==> src/rtl/core/hrhp_pkg.sv <==
// Package for the HTTP request head parser: parse positions, verdict and
// byte-kind codes, character class helpers and the per-beat record types.
// No dependencies.
package hrhp_pkg;

    typedef enum logic [4:0] {
        POS_METHOD_START = 5'd0,
        POS_METHOD       = 5'd1,
        POS_URI          = 5'd2,
        POS_VER_H        = 5'd3,
        POS_VER_T1       = 5'd4,
        POS_VER_T2       = 5'd5,
        POS_VER_P        = 5'd6,
        POS_VER_SLASH    = 5'd7,
        POS_MAJOR_START  = 5'd8,
        POS_MAJOR        = 5'd9,
        POS_MINOR_START  = 5'd10,
        POS_MINOR        = 5'd11,
        POS_NL1          = 5'd12,
        POS_LINE_START   = 5'd13,
        POS_LWS          = 5'd14,
        POS_NAME         = 5'd15,
        POS_SPACE_VALUE  = 5'd16,
        POS_VALUE        = 5'd17,
        POS_NL2          = 5'd18,
        POS_NL3          = 5'd19,
        POS_BAD          = 5'd20,
        POS_GOOD         = 5'd21
    } t_pos;

    localparam logic [1:0] VERDICT_MORE = 2'd0;
    localparam logic [1:0] VERDICT_GOOD = 2'd1;
    localparam logic [1:0] VERDICT_BAD  = 2'd2;

    localparam logic [2:0] KIND_NONE     = 3'd0;
    localparam logic [2:0] KIND_METHOD   = 3'd1;
    localparam logic [2:0] KIND_URI      = 3'd2;
    localparam logic [2:0] KIND_NEW_NAME = 3'd3;
    localparam logic [2:0] KIND_NAME     = 3'd4;
    localparam logic [2:0] KIND_VALUE    = 3'd5;

    localparam logic [7:0] CH_DEL   = 8'd127;
    localparam logic [7:0] CH_CTL   = 8'd31;
    localparam logic [7:0] CH_SP    = 8'h20;
    localparam logic [7:0] CH_TAB   = 8'h09;
    localparam logic [7:0] CH_CR    = 8'h0D;
    localparam logic [7:0] CH_LF    = 8'h0A;
    localparam logic [7:0] CH_H     = 8'h48;
    localparam logic [7:0] CH_T     = 8'h54;
    localparam logic [7:0] CH_P     = 8'h50;
    localparam logic [7:0] CH_SLASH = 8'h2F;
    localparam logic [7:0] CH_COLON = 8'h3A;
    localparam logic [7:0] CH_DOT   = 8'h2E;
    localparam logic [7:0] CH_ZERO  = 8'h30;
    localparam logic [7:0] CH_NINE  = 8'h39;
    localparam logic [7:0] V_MAX    = 8'd255;

    // Parser state carried from beat to beat
    typedef struct packed {
        t_pos       pos;
        logic       hdr_started;
        logic [7:0] major;
        logic [7:0] minor;
    } t_state;

    // Per-beat result
    typedef struct packed {
        logic [1:0] verdict;
        logic [2:0] kind;
        logic [7:0] data;
    } t_result;

    function automatic logic is_control(input logic [7:0] c);
        return (c <= CH_CTL) || (c == CH_DEL);
    endfunction

    function automatic logic is_dec(input logic [7:0] c);
        return (c >= CH_ZERO) && (c <= CH_NINE);
    endfunction

    function automatic logic is_separator(input logic [7:0] c);
        logic sep;
        case (c) inside
            8'h28, 8'h29, 8'h3C, 8'h3E, 8'h40, 8'h2C, 8'h3B, 8'h3A, 8'h5C, 8'h22,
            8'h2F, 8'h5B, 8'h5D, 8'h3F, 8'h3D, 8'h7B, 8'h7D, 8'h20, 8'h09:
                sep = 1'b1;
            default: sep = 1'b0;
        endcase
        return sep;
    endfunction

    function automatic logic is_token(input logic [7:0] c);
        return !c[7] && !is_control(c) && !is_separator(c);
    endfunction

    // Append one decimal digit, saturate at 255
    function automatic logic [7:0] add_digit(input logic [7:0] v, input logic [7:0] c);
        logic [11:0] n;
        n = 12'({v, 3'b000}) + 12'({v, 1'b0}) + 12'(c - CH_ZERO);
        return (n > 12'(V_MAX)) ? V_MAX : n[7:0];
    endfunction

endpackage

==> src/rtl/core/hrhp_step.sv <==
// Per-beat transition logic of the HTTP request head parser.
// Depends on hrhp_pkg.
module hrhp_step (
    input  hrhp_pkg::t_state  i_state,
    input  logic              i_restart,
    input  logic [7:0]        i_byte,
    output hrhp_pkg::t_state  o_state,
    output hrhp_pkg::t_result o_result
);
    import hrhp_pkg::*;

    logic [7:0] c;
    t_pos       n_pos;
    logic       n_hdr;
    logic [7:0] n_major;
    logic [7:0] n_minor;
    logic [2:0] kind;
    logic [1:0] verdict;

    assign c = i_byte;

    // Next position and side state
    always_comb begin
        n_pos   = i_state.pos;
        n_hdr   = i_state.hdr_started;
        n_major = i_state.major;
        n_minor = i_state.minor;
        if (i_restart) begin
            n_pos   = POS_METHOD_START;
            n_hdr   = 1'b0;
            n_major = '0;
            n_minor = '0;
        end else begin
            unique case (i_state.pos)
                POS_METHOD_START: n_pos = is_token(c) ? POS_METHOD : POS_BAD;
                POS_METHOD: begin
                    if (c == CH_SP) n_pos = POS_URI;
                    else if (!is_token(c)) n_pos = POS_BAD;
                end
                POS_URI: begin
                    if (c == CH_SP) n_pos = POS_VER_H;
                    else if (is_control(c)) n_pos = POS_BAD;
                end
                POS_VER_H:  n_pos = (c == CH_H) ? POS_VER_T1 : POS_BAD;
                POS_VER_T1: n_pos = (c == CH_T) ? POS_VER_T2 : POS_BAD;
                POS_VER_T2: n_pos = (c == CH_T) ? POS_VER_P : POS_BAD;
                POS_VER_P:  n_pos = (c == CH_P) ? POS_VER_SLASH : POS_BAD;
                POS_VER_SLASH: begin
                    if (c == CH_SLASH) begin
                        n_major = '0;
                        n_minor = '0;
                        n_pos   = POS_MAJOR_START;
                    end else begin
                        n_pos = POS_BAD;
                    end
                end
                POS_MAJOR_START: begin
                    if (is_dec(c)) begin
                        n_major = add_digit(i_state.major, c);
                        n_pos   = POS_MAJOR;
                    end else begin
                        n_pos = POS_BAD;
                    end
                end
                POS_MAJOR: begin
                    if (c == CH_DOT) n_pos = POS_MINOR_START;
                    else if (is_dec(c)) n_major = add_digit(i_state.major, c);
                    else n_pos = POS_BAD;
                end
                POS_MINOR_START: begin
                    if (is_dec(c)) begin
                        n_minor = add_digit(i_state.minor, c);
                        n_pos   = POS_MINOR;
                    end else begin
                        n_pos = POS_BAD;
                    end
                end
                POS_MINOR: begin
                    if (c == CH_CR) n_pos = POS_NL1;
                    else if (is_dec(c)) n_minor = add_digit(i_state.minor, c);
                    else n_pos = POS_BAD;
                end
                POS_NL1: n_pos = (c == CH_LF) ? POS_LINE_START : POS_BAD;
                POS_LINE_START: begin
                    if (c == CH_CR) begin
                        n_pos = POS_NL3;
                    end else if (i_state.hdr_started && (c == CH_SP || c == CH_TAB)) begin
                        n_pos = POS_LWS;
                    end else if (is_token(c)) begin
                        n_hdr = 1'b1;
                        n_pos = POS_NAME;
                    end else begin
                        n_pos = POS_BAD;
                    end
                end
                POS_LWS: begin
                    if (c == CH_CR) n_pos = POS_NL2;
                    else if (c == CH_SP || c == CH_TAB) n_pos = POS_LWS;
                    else if (is_control(c)) n_pos = POS_BAD;
                    else n_pos = POS_VALUE;
                end
                POS_NAME: begin
                    if (c == CH_COLON) n_pos = POS_SPACE_VALUE;
                    else if (!is_token(c)) n_pos = POS_BAD;
                end
                POS_SPACE_VALUE: n_pos = (c == CH_SP) ? POS_VALUE : POS_BAD;
                POS_VALUE: begin
                    if (c == CH_CR) n_pos = POS_NL2;
                    else if (is_control(c)) n_pos = POS_BAD;
                end
                POS_NL2:  n_pos = (c == CH_LF) ? POS_LINE_START : POS_BAD;
                POS_NL3:  n_pos = (c == CH_LF) ? POS_GOOD : POS_BAD;
                POS_GOOD: n_pos = POS_GOOD;
                default:  n_pos = POS_BAD;
            endcase
        end
    end

    // Byte tag and verdict
    always_comb begin
        kind = KIND_NONE;
        if (!i_restart) begin
            unique case (i_state.pos)
                POS_METHOD_START: if (is_token(c)) kind = KIND_METHOD;
                POS_METHOD:       if (c != CH_SP && is_token(c)) kind = KIND_METHOD;
                POS_URI:          if (c != CH_SP && !is_control(c)) kind = KIND_URI;
                POS_LINE_START: begin
                    if (c != CH_CR
                        && !(i_state.hdr_started && (c == CH_SP || c == CH_TAB))
                        && is_token(c))
                        kind = KIND_NEW_NAME;
                end
                POS_LWS: begin
                    if (c != CH_CR && c != CH_SP && c != CH_TAB && !is_control(c))
                        kind = KIND_VALUE;
                end
                POS_NAME:  if (c != CH_COLON && is_token(c)) kind = KIND_NAME;
                POS_VALUE: if (c != CH_CR && !is_control(c)) kind = KIND_VALUE;
                default:   kind = KIND_NONE;
            endcase
        end
        verdict = VERDICT_MORE;
        if (!i_restart) begin
            if (n_pos == POS_BAD) verdict = VERDICT_BAD;
            else if (n_pos == POS_GOOD) verdict = VERDICT_GOOD;
        end
    end

    assign o_state.pos         = n_pos;
    assign o_state.hdr_started = n_hdr;
    assign o_state.major       = n_major;
    assign o_state.minor       = n_minor;

    assign o_result.verdict = verdict;
    assign o_result.kind    = kind;
    assign o_result.data    = (kind != KIND_NONE) ? c : 8'd0;

endmodule

==> src/rtl/core/http_request_head_parser_core.sv <==
// Top level of the HTTP request head parser: input register, transition
// logic (hrhp_step) and result register. Depends on hrhp_pkg and hrhp_step.
//
//  Channel  Dir  tdata                                      tuser
//  s_axis   in   [7:0] in_byte                              [0] req_type
//  m_axis   out  [1:0] verdict, [9:2] out_byte,             [2:0] byte_kind
//                [17:10] version_major, [25:18] version_minor
//
// One beat per cycle sustained while the output is not stalled; each beat
// passes through the input register and then leaves from the result register.
// The parse state advances when a beat moves from the input register to
// the result register, so the parse position loop sets the rate.
// Synchronous active-low reset empties both registers and returns the parser
// to method start with versions cleared.
// A stalled output holds its beat; the input register takes a beat while it is
// empty or while the result register is free or being drained in the same cycle.
module http_request_head_parser_core (
    input  logic        i_clk,
    input  logic        i_rst_n,
    input  logic        i_s_axis_tvalid,
    output logic        o_s_axis_tready,
    input  logic [7:0]  i_s_axis_tdata,   // [7:0] in_byte
    input  logic        i_s_axis_tuser,   // [0] req_type
    output logic        o_m_axis_tvalid,
    input  logic        i_m_axis_tready,
    output logic [31:0] o_m_axis_tdata,   // [1:0] verdict, [9:2] out_byte,
                                          // [17:10] version_major,
                                          // [25:18] version_minor, rest zero
    output logic [2:0]  o_m_axis_tuser    // [2:0] byte_kind
);
    import hrhp_pkg::*;

    // Input register
    logic       r_in_valid;
    logic       r_in_restart;
    logic [7:0] r_in_byte;

    // Parser state
    t_state     r_state;
    t_state     n_state;
    t_result    w_result;

    // Result register
    logic       r_out_valid;
    t_result    r_out;
    logic [7:0] r_out_major;
    logic [7:0] r_out_minor;

    logic       w_adv;
    logic       w_take;

    // Move a beat forward when the result register is empty or being read
    assign w_adv  = r_in_valid && (!r_out_valid || i_m_axis_tready);
    assign w_take = i_s_axis_tvalid && o_s_axis_tready;
    assign o_s_axis_tready = !r_in_valid || w_adv;

    hrhp_step u_step (
        .i_state   (r_state),
        .i_restart (r_in_restart),
        .i_byte    (r_in_byte),
        .o_state   (n_state),
        .o_result  (w_result)
    );

    always_ff @(posedge i_clk) begin
        if (!i_rst_n) begin
            r_in_valid <= 1'b0;
        end else if (w_take) begin
            r_in_valid <= 1'b1;
        end else if (w_adv) begin
            r_in_valid <= 1'b0;
        end
    end

    // Capture payload on every accepted beat
    always_ff @(posedge i_clk) begin
        if (w_take) begin
            r_in_restart <= i_s_axis_tuser;
            r_in_byte    <= i_s_axis_tdata;
        end
    end

    // Parser state commits only as a beat is handed to the result register
    always_ff @(posedge i_clk) begin
        if (!i_rst_n) begin
            r_state.pos         <= POS_METHOD_START;
            r_state.hdr_started <= 1'b0;
            r_state.major       <= '0;
            r_state.minor       <= '0;
        end else if (w_adv) begin
            r_state <= n_state;
        end
    end

    always_ff @(posedge i_clk) begin
        if (!i_rst_n) begin
            r_out_valid <= 1'b0;
        end else if (w_adv) begin
            r_out_valid <= 1'b1;
        end else if (i_m_axis_tready) begin
            r_out_valid <= 1'b0;
        end
    end

    always_ff @(posedge i_clk) begin
        if (w_adv) begin
            r_out       <= w_result;
            r_out_major <= n_state.major;
            r_out_minor <= n_state.minor;
        end
    end

    assign o_m_axis_tvalid = r_out_valid;
    assign o_m_axis_tdata  = {6'd0, r_out_minor, r_out_major, r_out.data, r_out.verdict};
    assign o_m_axis_tuser  = r_out.kind;

    // A tagged byte never comes with a final verdict
    a_kind_only_when_more: assert property (@(posedge i_clk) disable iff (!i_rst_n)
        (o_m_axis_tvalid && o_m_axis_tuser != KIND_NONE)
            |-> (o_m_axis_tdata[1:0] == VERDICT_MORE))
        else $error("tagged byte carries a final verdict");

    // Complete verdict is sticky until a restart beat
    a_good_sticky: assert property (@(posedge i_clk) disable iff (!i_rst_n)
        (w_adv && !r_in_restart && r_state.pos == POS_GOOD)
            |=> (r_state.pos == POS_GOOD && r_out.verdict == VERDICT_GOOD))
        else $error("complete verdict lost without restart");

    // Restart beat clears versions and gives no tag
    a_restart_clears: assert property (@(posedge i_clk) disable iff (!i_rst_n)
        (w_adv && r_in_restart)
            |=> (o_m_axis_tdata[25:10] == 16'd0 && o_m_axis_tuser == KIND_NONE
                 && r_state.pos == POS_METHOD_START))
        else $error("restart did not clear parser");

    // Parser state only moves when a beat advances
    a_state_hold: assert property (@(posedge i_clk) disable iff (!i_rst_n)
        !w_adv |=> $stable(r_state))
        else $error("parser state moved without a beat");

endmodule
==> config.mk <==
export PLATFORM = sky130hd
export DESIGN_NAME = http_request_head_parser_core
export DESIGN_NICKNAME = d
export VERILOG_FILES = /design/src/rtl/core/hrhp_pkg.sv /design/src/rtl/core/hrhp_step.sv /design/src/rtl/core/http_request_head_parser_core.sv
export SDC_FILE = /design/constraint.sdc
export NUM_CORES = 1
export LEC_CHECK = 0
export BUFFER_PORTS_ARGS = -buffer_cell sky130_fd_sc_hd__buf_2
export CELL_PAD_IN_SITES_DETAIL_PLACEMENT = 0
export CELL_PAD_IN_SITES_GLOBAL_PLACEMENT = 1
export CORE_MARGIN = 1
export CORE_UTILIZATION = 48
export CTS_BUF_LIST = sky130_fd_sc_hd__clkbuf_8
export DETAILED_ROUTE_END_ITERATION = 10
export GPL_ROUTABILITY_DRIVEN = 0
export GPL_TIMING_DRIVEN = 0
export PLACE_DENSITY_LB_ADDON = 0.1
export SYNTH_ARGS = -nofsm -noshare
export SYNTH_HDL_FRONTEND = slang
export SYNTH_SLANG_ARGS = --single-unit
==> constraint.sdc <==
create_clock -name i_clk -period 4.5 [get_ports i_clk]
set_input_delay 0.675 -clock i_clk [delete_from_list [all_inputs] [get_ports i_clk]]
set_output_delay 0.675 -clock i_clk [all_outputs]
set_load 0.02 [all_outputs]
==> results of run 1 <==
==> cell families (layout without fill, tap and decap cells) <==
family          count (synthesis)  in the layout  share of synthesized area (%)
compound gates                204            204                           27.5
fa+ha+maj                      44             44                           12.1
flops                          62             62                           30.0
mux                             4              4                          0.764
buf+inv                        61            120                           5.72
other cells                     1              6                         0.0694
simple gates                  216            216                           22.5
xor+xnor                        8              8                           1.30
==> state kept, by name, indices dropped and copies added, names as in the netlist <==
name             flops
r_in_restart         1
o_m_axis_tvalid      1
r_state             22
o_m_axis_tdata      10
r_in_byte            8
r_in_valid           1
r_out_minor          8
o_m_axis_tuser       3
r_out_major          8
==> routing by layer <==
metal | up-vias | share of wire [%] | routed length (µm)
met5 | - | 0 | 0
met4 | 0 | 2.6 | 386
met3 | 35 | 5.2 | 791
met2 | 185 | 48 | 7310
met1 | 2448 | 44 | 6600
li1 | 2401 | - | -
==> power breakdown <==
part	leakage, nW	internal [mW]	switching, mW
clock network	0.0931	0.192	0.218
logic	1.72	0.0944	0.172
registers	0.557	0.622	0.0126
total	2.37	0.908	0.403
==> Yosys cell counts (12+ instances only) <==
cell type / n / area [µm²]
ha_1: 30 / 375
o21ai_1: 12 / 60.1
clkbuf_1: 13 / 48.8
nand2_1: 41 / 154
fa_1: 14 / 280
dfxtp_1: 24 / 480
nor2_1: 48 / 180
inv_1: 25 / 93.8
o21ai_0: 37 / 185
and2_1: 16 / 100
nand3_1: 16 / 80.1
a21oi_1: 27 / 135
edfxtp_1: 38 / 1140
a211oi_1: 20 / 150
nor3_1: 24 / 120
==> how the worst min path moves through the flow <==
stage / from / end
finish: i_s_axis_tdata[6] / r_in_byte[6]
global route: i_s_axis_tdata[0] / r_in_byte[0]
CTS: i_s_axis_tdata[0] / r_in_byte[0]
detailed placement: r_state[16] / r_state[16]
global placement: r_state[16] / r_state[16]
floorplan: r_state[16] / r_state[16]
==> per-stage QoR <==
| stage | cells | TNS (ns) | total power [mW] | setup WS, ns |
|---|---|---|---|---|
| finish | 804 | 0 | 1.31 | 0.301 |
| global route | 804 | 0 | 1.36 | 0.0523 |
| CTS | 804 | 0 | 1.31 | 0.0422 |
| detailed placement | 788 | -3.28 | 0.904 | -0.252 |
| global placement | 788 | -2.98 | 0.901 | -0.281 |
| floorplan | 605 | 0 | 0.833 | 0.537 |
==> layout make-up <==
class / count / area [µm²] / share of cell area (%)
Inverter: 26 / 97.6 / 1.62
Tap cell: 140 / 175 / 2.92
Timing Repair Buffer: 44 / 243 / 4.04
Sequential cell: 62 / 1620 / 27.0
Buffer: 34 / 208 / 3.46
Multi-Input combinational cell: 482 / 3500 / 58.3
Clock inverter: 7 / 35.0 / 0.583
Clock buffer: 9 / 124 / 2.06
==> placed cells by master (no fill, tap or decap), drive strengths merged, types with 5 or more instances in the layout <==
cell / synthesis / layout
o21ai: 51 / 51
a21oi: 27 / 27
o2bb2ai: 5 / 5
o22ai: 9 / 9
nor3b: 7 / 7
fa: 14 / 14
nand2b: 8 / 8
nand3: 16 / 16
and2: 16 / 16
o211a: 5 / 5
edfxtp: 38 / 38
a21o: 9 / 9
o31ai: 6 / 6
nand2: 43 / 43
dfxtp: 24 / 24
or2: 5 / 5
and3: 5 / 5
nor3: 25 / 25
o211ai: 11 / 11
nand4: 5 / 5
nor4: 6 / 6
clkbuf: 13 / 21
a31oi: 11 / 11
conb: 1 / 6
o21a: 7 / 7
buf: 22 / 66
nor2: 50 / 50
inv: 26 / 29
ha: 30 / 30
nor2b: 6 / 6
a2111oi: 5 / 5
a211oi: 25 / 25
or3: 5 / 5
==> results.json, run 1 <==
{
  "met1_usage_pct": 34.8,
  "synth_seq_cells": 62,
  "leakagePower_nw": 2.37,
  "r2r-start": "r_in_byte[4]",
  "post_cts_resize_count": 1,
  "required_ns": 4.60,
  "die_h_um": 108,
  "synth_cell_types": 93,
  "cp_top_family": "compound AO/OA/AOI/OAI gates",
  "drt-vias-per-instance": 6.30,
  "rsz0062_at_grt": "false",
  "final_core_util_pct": 55.2,
  "setup_viol": 0,
  "r2r-end": "r_out_major[1]",
  "syn_area_um2": 5400,
  "worst_setup_path_end_kind": "flop",
  "grt_max_degree": 35,
  "r2r_slack_ns": 0.30,
  "grt.busiest_layer": "met2",
  "grt.met3_usage_pct": 3.86,
  "dp_hpwl_um": 11500,
  "initial_utilization_pct": 49.6,
  "synth_area_per_cell_um2": 9.00,
  "grt_pass1_wl_um": 24100,
  "post-route-period-util_pct": 93.3,
  "rows": 38,
  "start_kind": "flop",
  "status": "finished clean",
  "worst-path-buf-inv": 0,
  "yosys_warnings": 0,
  "post-cts-setup-buffers": 0,
  "hold_viol": 0,
  "slew_headroom_pct": 34.8,
  "critical_path_class": "reg -> reg",
  "fin_area_um2": 6010,
  "port_buffers": 43,
  "timing.critical_path.mode_cell": "ha_1",
  "min_path_cells": 1,
  "diodes": 0,
  "wl_per_cell_um": 18.8,
  "core_um2": 10900,
  "synth_ff_type": "edfxtp_1",
  "die_area_um2": 11700,
  "crit_arrival_ns": 4.30,
  "overflow": 0,
  "path_clk_slew_ns": 0.07,
  "io_pins": 50,
  "die_width_um": 108,
  "peakVddDrop_v": 0.000174,
  "cp_cell_sequence": "ha_1 -> nor3_4 -> fa_1 -> ha_1 -> nor4_1 -> o21ai_1 -> a221o_1 -> a211oi_4 -> and2_1 -> o22ai_1 -> o2bb2ai_1",
  "cts_tree": "built",
  "clk_latency_ns": 0.35,
  "finalWirelength_um": 15100,
  "route.detailed.drc": 0,
  "cp-endpoint": "r_out_major[1]",
  "place_area_um2": 5810,
  "drv_cap": 0,
  "critPathMaxFanout": 9,
  "synth-edff-count": 38,
  "clock-sinks": 62,
  "cp-startpoint": "r_in_byte[4]",
  "grt_use_met2_pct": 44.4,
  "syn_to_final_growth_pct": 11.2,
  "seq_area_frac_synth_pct": 30.0,
  "reg2regPathDepth": 11,
  "syn_inst": 600,
  "worst_pin_slew_ns": 0.976,
  "maxSlewViolCount": 0,
  "n_fill_cell": 1007,
  "clockRootBuffer": "clkbuf_8",
  "cp_slowest_cell": "edfxtp_1",
  "fmaxAchievable_ghz": 0.238,
  "grt_pass1_vias": 4686,
  "detail-route-antenna-nets": 0,
  "nets": 716,
  "cts-hold-fix-buffers": 0,
  "drtIter0Drc": 359,
  "drive_gt1_share_pct": 17.2,
  "critPathMaxStageDelay_ns": 0.51,
  "clockBufferDepth": 2,
  "power_density_nw_per_um2": 218,
  "vias": 5069,
  "period_needed_ns": 4.20,
  "htree_levels": 3,
  "gr-usage-all-layers_pct": 27.1,
  "worstSetupPathDepth": 11,
  "first_pass_iters": 5,
  "whs_ns": 0.498,
  "numCtsBuffers": 9,
  "hold_class": "in -> reg",
  "async_flop_share_pct": 0,
  "fin_skew_ns": 0.0108,
  "antenna_found_initial": 0
}
No activity file was read; power rests on OpenSTA's default activity.
==> inputs of run 2 (changes only) <==
--- a/config.mk
+++ b/config.mk
@@ -10,5 +10,6 @@
 export CELL_PAD_IN_SITES_GLOBAL_PLACEMENT = 1
+export CORE_ASPECT_RATIO = 2
 export CORE_MARGIN = 1
 export CORE_UTILIZATION = 48
-export CTS_BUF_LIST = sky130_fd_sc_hd__clkbuf_8
+export CTS_BUF_LIST = sky130_fd_sc_hd__clkbuf_4 sky130_fd_sc_hd__clkbuf_8
 export DETAILED_ROUTE_END_ITERATION = 10
--- a/constraint.sdc
+++ b/constraint.sdc
@@ -3,2 +3,2 @@
 set_output_delay 0.675 -clock i_clk [all_outputs]
-set_load 0.02 [all_outputs]
+set_load 0.1 [all_outputs]
==> run 2 against run 1 <==
Sequential share of layout area is 0.067 points lower. Fmax grew 0.30%. First-iteration DRC count rose by 14%. Worst hold slack worse by 0.022 ns. Combinational power grew 34%. Sequential power about the same. Final cell count is 0.12% higher. Die area increased by 0.23%. Clock-buffer cell count is the same. Critical endpoint is now r_out_major[0]. Largest power group unchanged.
==> results.json, run 2 (same netlist as run 1, synthesis figures left out) <==
{
  "vias": 5215,
  "drv_cap": 0,
  "antenna_found_initial": 0,
  "dp_slack_ns": -0.327,
  "period_needed_ns": 4.19,
  "fin_area_um2": 6020,
  "detail-route-antenna-nets": 0,
  "finalSetupTns_ns": 0,
  "nets": 717,
  "largest_reg_flops": 22,
  "critPathMaxFanout": 9,
  "critical_path_class": "reg -> reg",
  "first_pass_iters": 5,
  "initial_utilization_pct": 49.4,
  "io_pins": 50,
  "peakVddDrop_v": 0.000157,
  "final_core_util_pct": 55.0,
  "final_cells": 805,
  "leakagePower_nw": 2.37,
  "overflow": 0,
  "reg2regPathDepth": 12,
  "required_ns": 4.61,
  "status": "finished clean",
  "r2r-end": "r_out_major[0]",
  "power_density_nw_per_um2": 246,
  "grt_pass1_vias": 5210,
  "die_h_um": 152,
  "gr-usage-all-layers_pct": 30.8,
  "die_width_um": 77.0,
  "final_cell_mix": "50 x buf_2, 48 x nor2_1, 41 x nand2_1, 38 x edfxtp_1, 37 x o21ai_0",
  "post-route-period-util_pct": 93.0,
  "clk_latency_ns": 0.37,
  "cts-hold-fix-buffers": 0,
  "drt-vias-per-instance": 6.48,
  "port_buffers": 43,
  "worst_pin_slew_ns": 1.14,
  "dp_hpwl_um": 13300,
  "crit_arrival_ns": 4.29,
  "min_from": "i_s_axis_tdata[4]",
  "maxSlewViolCount": 0,
  "setup_ws_ns": 0.314,
  "finalPower_mw": 1.48,
  "fmaxAchievable_ghz": 0.239,
  "path_clk_slew_ns": 0.09,
  "seq_area_um2": 1620,
  "top_register": "r_state",
  "multi_input_area_um2": 3500,
  "place_area_um2": 5810,
  "rsz0062_at_grt": "false",
  "drive_gt1_share_pct": 17.9,
  "worst_setup_path_end_kind": "flop",
  "min_path_cells": 1,
  "htree_levels": 3,
  "grt_max_degree": 35,
  "setup_viol": 0,
  "rows": 54,
  "n_fill_cell": 1063,
  "dpl.cell_count": 788,
  "clock-sinks": 62,
  "syn_to_final_growth_pct": 11.4,
  "finalWirelength_um": 17400,
  "hold_viol": 0,
  "r2r-start": "r_in_byte[5]",
  "fin_skew_ns": 0.00962,
  "final_common_cell": "buf_2",
  "start_kind": "flop",
  "grt_pass1_wl_um": 27400,
  "numCtsBuffers": 9,
  "drtIter0Drc": 411,
  "die_area_um2": 11700,
  "wl_per_cell_um": 21.6,
  "cts_tree": "built",
  "whs_ns": 0.476,
  "diodes": 0,
  "r2r_slack_ns": 0.31,
  "hold_class": "in -> reg",
  "slew_headroom_pct": 24.1,
  "whs_endpoint": "r_in_byte[4]",
  "route.detailed.drc": 0,
  "clockRootBuffer": "clkbuf_8",
  "clockBufferDepth": 2,
  "core_um2": 10900
}
run 2: cell count changes in the layout (fill, tap and decap cells not counted), sizes merged:
cell	change
buf	+1
clkinv	-2
inv	+2
run 2: per-layer routing:
| layer | wire (µm) | up-vias | GRT usage [%] | share of wire, % |
|---|---|---|---|---|
| met5 | 0 | - | 0 | 0 |
| met4 | 1120 | 0 | 20.4 | 6.5 |
| met3 | 814 | 74 | 4.08 | 4.7 |
| met2 | 9430 | 259 | 57.1 | 54 |
| met1 | 6000 | 2492 | 31.2 | 35 |
| li1 | - | 2390 | - | - |
run 2: worst max-delay path: stages (launching register included):
cell and delay [ns]:
edfxtp_1 0.54, ha_1 0.49, xor2_1 0.46, fa_1 0.49
inv_1 0.07, ha_1 0.26, nor4_1 0.20, a21oi_1 0.09
a221o_1 0.36, a211oi_4 0.43, nand2_1 0.13, o221ai_1 0.30
nand2_1 0.10
run 2: area by class of cell:
type	count	area share [%]
Buffer	34	3.45
Clock buffer	9	2.06
Clock inverter	7	1.04
Inverter	26	1.62
Multi-Input combinational cell	482	58.2
Sequential cell	62	26.9
Tap cell	140	2.91
Timing Repair Buffer	45	3.82
run 2: repair_timing:
item / 4_1_cts / 5_1_grt
endpoints found under the setup margin: 31 / 14
pin swaps: 0 / 1
setup buffers: 0 / 2
gates resized for setup: 2 / 0
run 2: worst max path at each step:
stage	start	end	cells after the start
2_1_floorplan	r_in_byte[4]	r_out_minor[5]	13
3_3_place_gp	r_in_byte[4]	r_out_minor[5]	13
3_5_place_dp	r_in_byte[4]	r_out_minor[5]	13
4_1_cts	r_in_byte[4]	r_out_minor[5]	13
5_1_grt	r_in_byte[5]	r_out_major[0]	12
6_report	r_in_byte[5]	r_out_major[0]	12
run 2: where the power goes:
part | internal, mW | total (mW) | switching (mW)
clock | 0.212 | 0.488 | 0.276
combinational | 0.0928 | 0.359 | 0.267
sequential | 0.621 | 0.634 | 0.0124
total | 0.926 | 1.48 | 0.555
==> inputs of run 3 (changes only) <==
- ABC_AREA: unset -> 1
- CORE_UTILIZATION: 48 -> 45
==> run 3 against run 2 <==
Worst hold slack improved by 0.015 ns. Synthesized cell count is 34% higher. Register-to-register slack improved by 0.15 ns. Critical endpoint is now r_out_major[3]. Largest power group unchanged. First-iteration DRC count is 45% lower.
==> results.json, run 3 <==
{
  "post-route-period-util_pct": 89.7,
  "hold_viol": 0,
  "nets": 923,
  "core_um2": 11800,
  "finalWirelength_um": 15900,
  "clock-sinks": 62,
  "p_sw_mw": 0.748,
  "numCtsBuffers": 9,
  "die_h_um": 158,
  "n_fill_cell": 1228,
  "cts_tree": "built",
  "synth_seq_cells": 62,
  "wl_per_cell_um": 15.6,
  "antenna_found_initial": 0,
  "grt_pass1_wl_um": 24900,
  "synth_ff_type": "edfxtp_1",
  "yosysTopAreaCell": "edfxtp_1",
  "worst_setup_path_end_kind": "flop",
  "clockBufferDepth": 2,
  "drtIter0Drc": 224,
  "drt-vias-per-instance": 5.25,
  "synth.top_cell.area_share_pct": 20.9,
  "dp_hpwl_um": 13000,
  "switching_share_pct": 38.5,
  "overflow": 0,
  "period_needed_ns": 4.04,
  "start_kind": "flop",
  "critPathMaxFanout": 8,
  "post_cts_resize_count": 0,
  "synth_area_per_cell_um2": 6.77,
  "vias": 5335,
  "required_ns": 4.61,
  "drv_cap": 0,
  "syn_to_final_growth_pct": 12.7,
  "grt_pass1_vias": 5204,
  "final_common_cell": "nand2_1",
  "worst_pin_slew_ns": 1.17,
  "clockRootBuffer": "clkbuf_8",
  "top_register": "r_state",
  "syn_inst": 806,
  "diodes": 0,
  "detail-route-antenna-nets": 0,
  "syn_area_um2": 5460,
  "cts-hold-fix-buffers": 0,
  "final_cell_mix": "250 x nand2_1, 108 x inv_1, 82 x nor2_1, 69 x nand3_1, 48 x buf_2",
  "netlist_top_cells_count": "250 x nand2_1, 108 x inv_1, 82 x nor2_1, 69 x nand3_1, 47 x a21oi_1",
  "largest_reg_flops": 22,
  "critical_path_class": "reg -> reg",
  "final_core_util_pct": 52.3,
  "peakVddDrop_v": 0.000175,
  "fmaxAchievable_ghz": 0.248,
  "rsz0062_at_grt": "false",
  "drive_gt1_share_pct": 12.4,
  "fin_skew_ns": 0.0114,
  "htree_levels": 3,
  "gr-usage-all-layers_pct": 26.3,
  "maxSlewViolCount": 0,
  "multi_input_area_um2": 3300,
  "fin_area_um2": 6150,
  "status": "finished clean",
  "finalPower_mw": 1.94,
  "seq_area_um2": 1620,
  "synth_cell_types": 40,
  "die_area_um2": 12600,
  "grt_max_degree": 28,
  "hold_class": "in -> reg",
  "clk_latency_ns": 0.36,
  "min_path_cells": 1,
  "leakagePower_nw": 3.26,
  "io_pins": 50,
  "power_density_nw_per_um2": 316,
  "power.share.sequential_pct": 34.8,
  "post-cts-setup-buffers": 0,
  "crit_arrival_ns": 4.15,
  "path_clk_slew_ns": 0.09,
  "finalSetupTns_ns": 0,
  "place_area_um2": 5900,
  "synth-edff-count": 38,
  "first_pass_iters": 5,
  "p_int_mw": 1.19,
  "yosys_warnings": 0,
  "share_comb_of_total_power_pct": 32.5,
  "setup_ws_ns": 0.464,
  "p_clk_share_pct": 32.8,
  "setup_viol": 0,
  "port_buffers": 43,
  "synth.area.top_cells": "edfxtp_1 21%, nand2_1 17%, dfxtp_1 8.8%, inv_1 7.4%, ha_1 6.9%",
  "yosysMostFrequentCell": "nand2_1",
  "die_width_um": 79.9,
  "slew_headroom_pct": 21.4,
  "seq_area_frac_synth_pct": 29.7,
  "rows": 56,
  "async_flop_share_pct": 0,
  "reg2regPathDepth": 18,
  "initial_utilization_pct": 46.4,
  "route.detailed.drc": 0,
  "dp_slack_ns": 0.448
}
## run 3: changes by cell type after synthesis, sizes merged, moves of 9 or more
| cell | previous run | this run |
|---|---|---|
| a21o | 9 | 0 |
| a21oi | 27 | 49 |
| a31oi | 11 | 1 |
| nand2 | 43 | 259 |
| nand3 | 16 | 71 |
| inv | 26 | 113 |
| o22ai | 9 | 0 |
| nor2 | 50 | 92 |
| nand4 | 5 | 14 |
| a211oi | 25 | 1 |
| and2 | 16 | 0 |
| nor3 | 25 | 8 |
## run 3: layout make-up
cell class	count	area share, %
multi-input combinational	615	53.6
sequential	62	26.4
inverter	113	6.89
timing repair buffer	44	3.94
tap	145	2.95
buffer	21	2.14
clock inverter	7	2.07
clock buffer	9	2.01
## run 3: critical path: stages (launching register included)
cell and delay [ns]:
edfxtp_1 0.46, ha_1 0.31, nor2_1 0.58, fa_1 0.56, ha_1 0.38, nand2_1 0.13
inv_1 0.05, a21oi_1 0.17, nand2_1 0.07, nand2_1 0.06, nand2_1 0.04, nor2_1 0.45
nand4_1 0.16, nand2_1 0.10, nand2_1 0.05, nand2_1 0.05, nand2_1 0.05, nand2_1 0.07
inv_1 0.06
## run 3: power groups by stage
stage / Clock (mW) / Sequential, mW / Combinational, mW
after detailed placement: 0 / 0.688 / 0.630
after CTS: 0.643 / 0.675 / 0.631
after global routing: 0.667 / 0.681 / 0.697
after global placement: 0 / 0.688 / 0.617
final: 0.636 / 0.675 / 0.631
after floorplan: 0 / 0.777 / 0.399
## run 3: final timing paths
path                         from  slack (ns)              end
hold / removal     i_s_axis_tuser        0.49     r_in_restart
hold reg to reg   o_m_axis_tvalid        0.52  o_m_axis_tvalid
setup reg to reg     r_in_byte[5]        0.46   r_out_major[3]
setup / recovery     r_in_byte[5]        0.46   r_out_major[3]
## run 3: cells by family after synthesis
kind of cell,count (synthesis),synth area share (%)
DFF,62,29.7
and+or+nand+nor,447,35.5
AOI/OAI and AO/OA,109,11.1
adders and majority gates,44,12.0
xor gates and xnor gates,9,1.44
buffers and inverters,134,10.2
other,1,0.0687
## run 3: metal layers
metal / global-route usage (%) / vias to the layer above / part of all wire [%]
li1: - / 2711 / -
met1: 26.4 / 2447 / 37
met2: 50.7 / 130 / 56
met3: 3.75 / 47 / 3.1
met4: 13.9 / 0 / 4.1
met5: 0 / - / 0
## run 3: stage by stage
stage,cells,hold slack (ns)
after global placement,999,0.493
after detailed placement,1000,0.508
after CTS,1016,0.481
after floorplan,811,0.503
final,1016,0.491
after global routing,1016,0.486
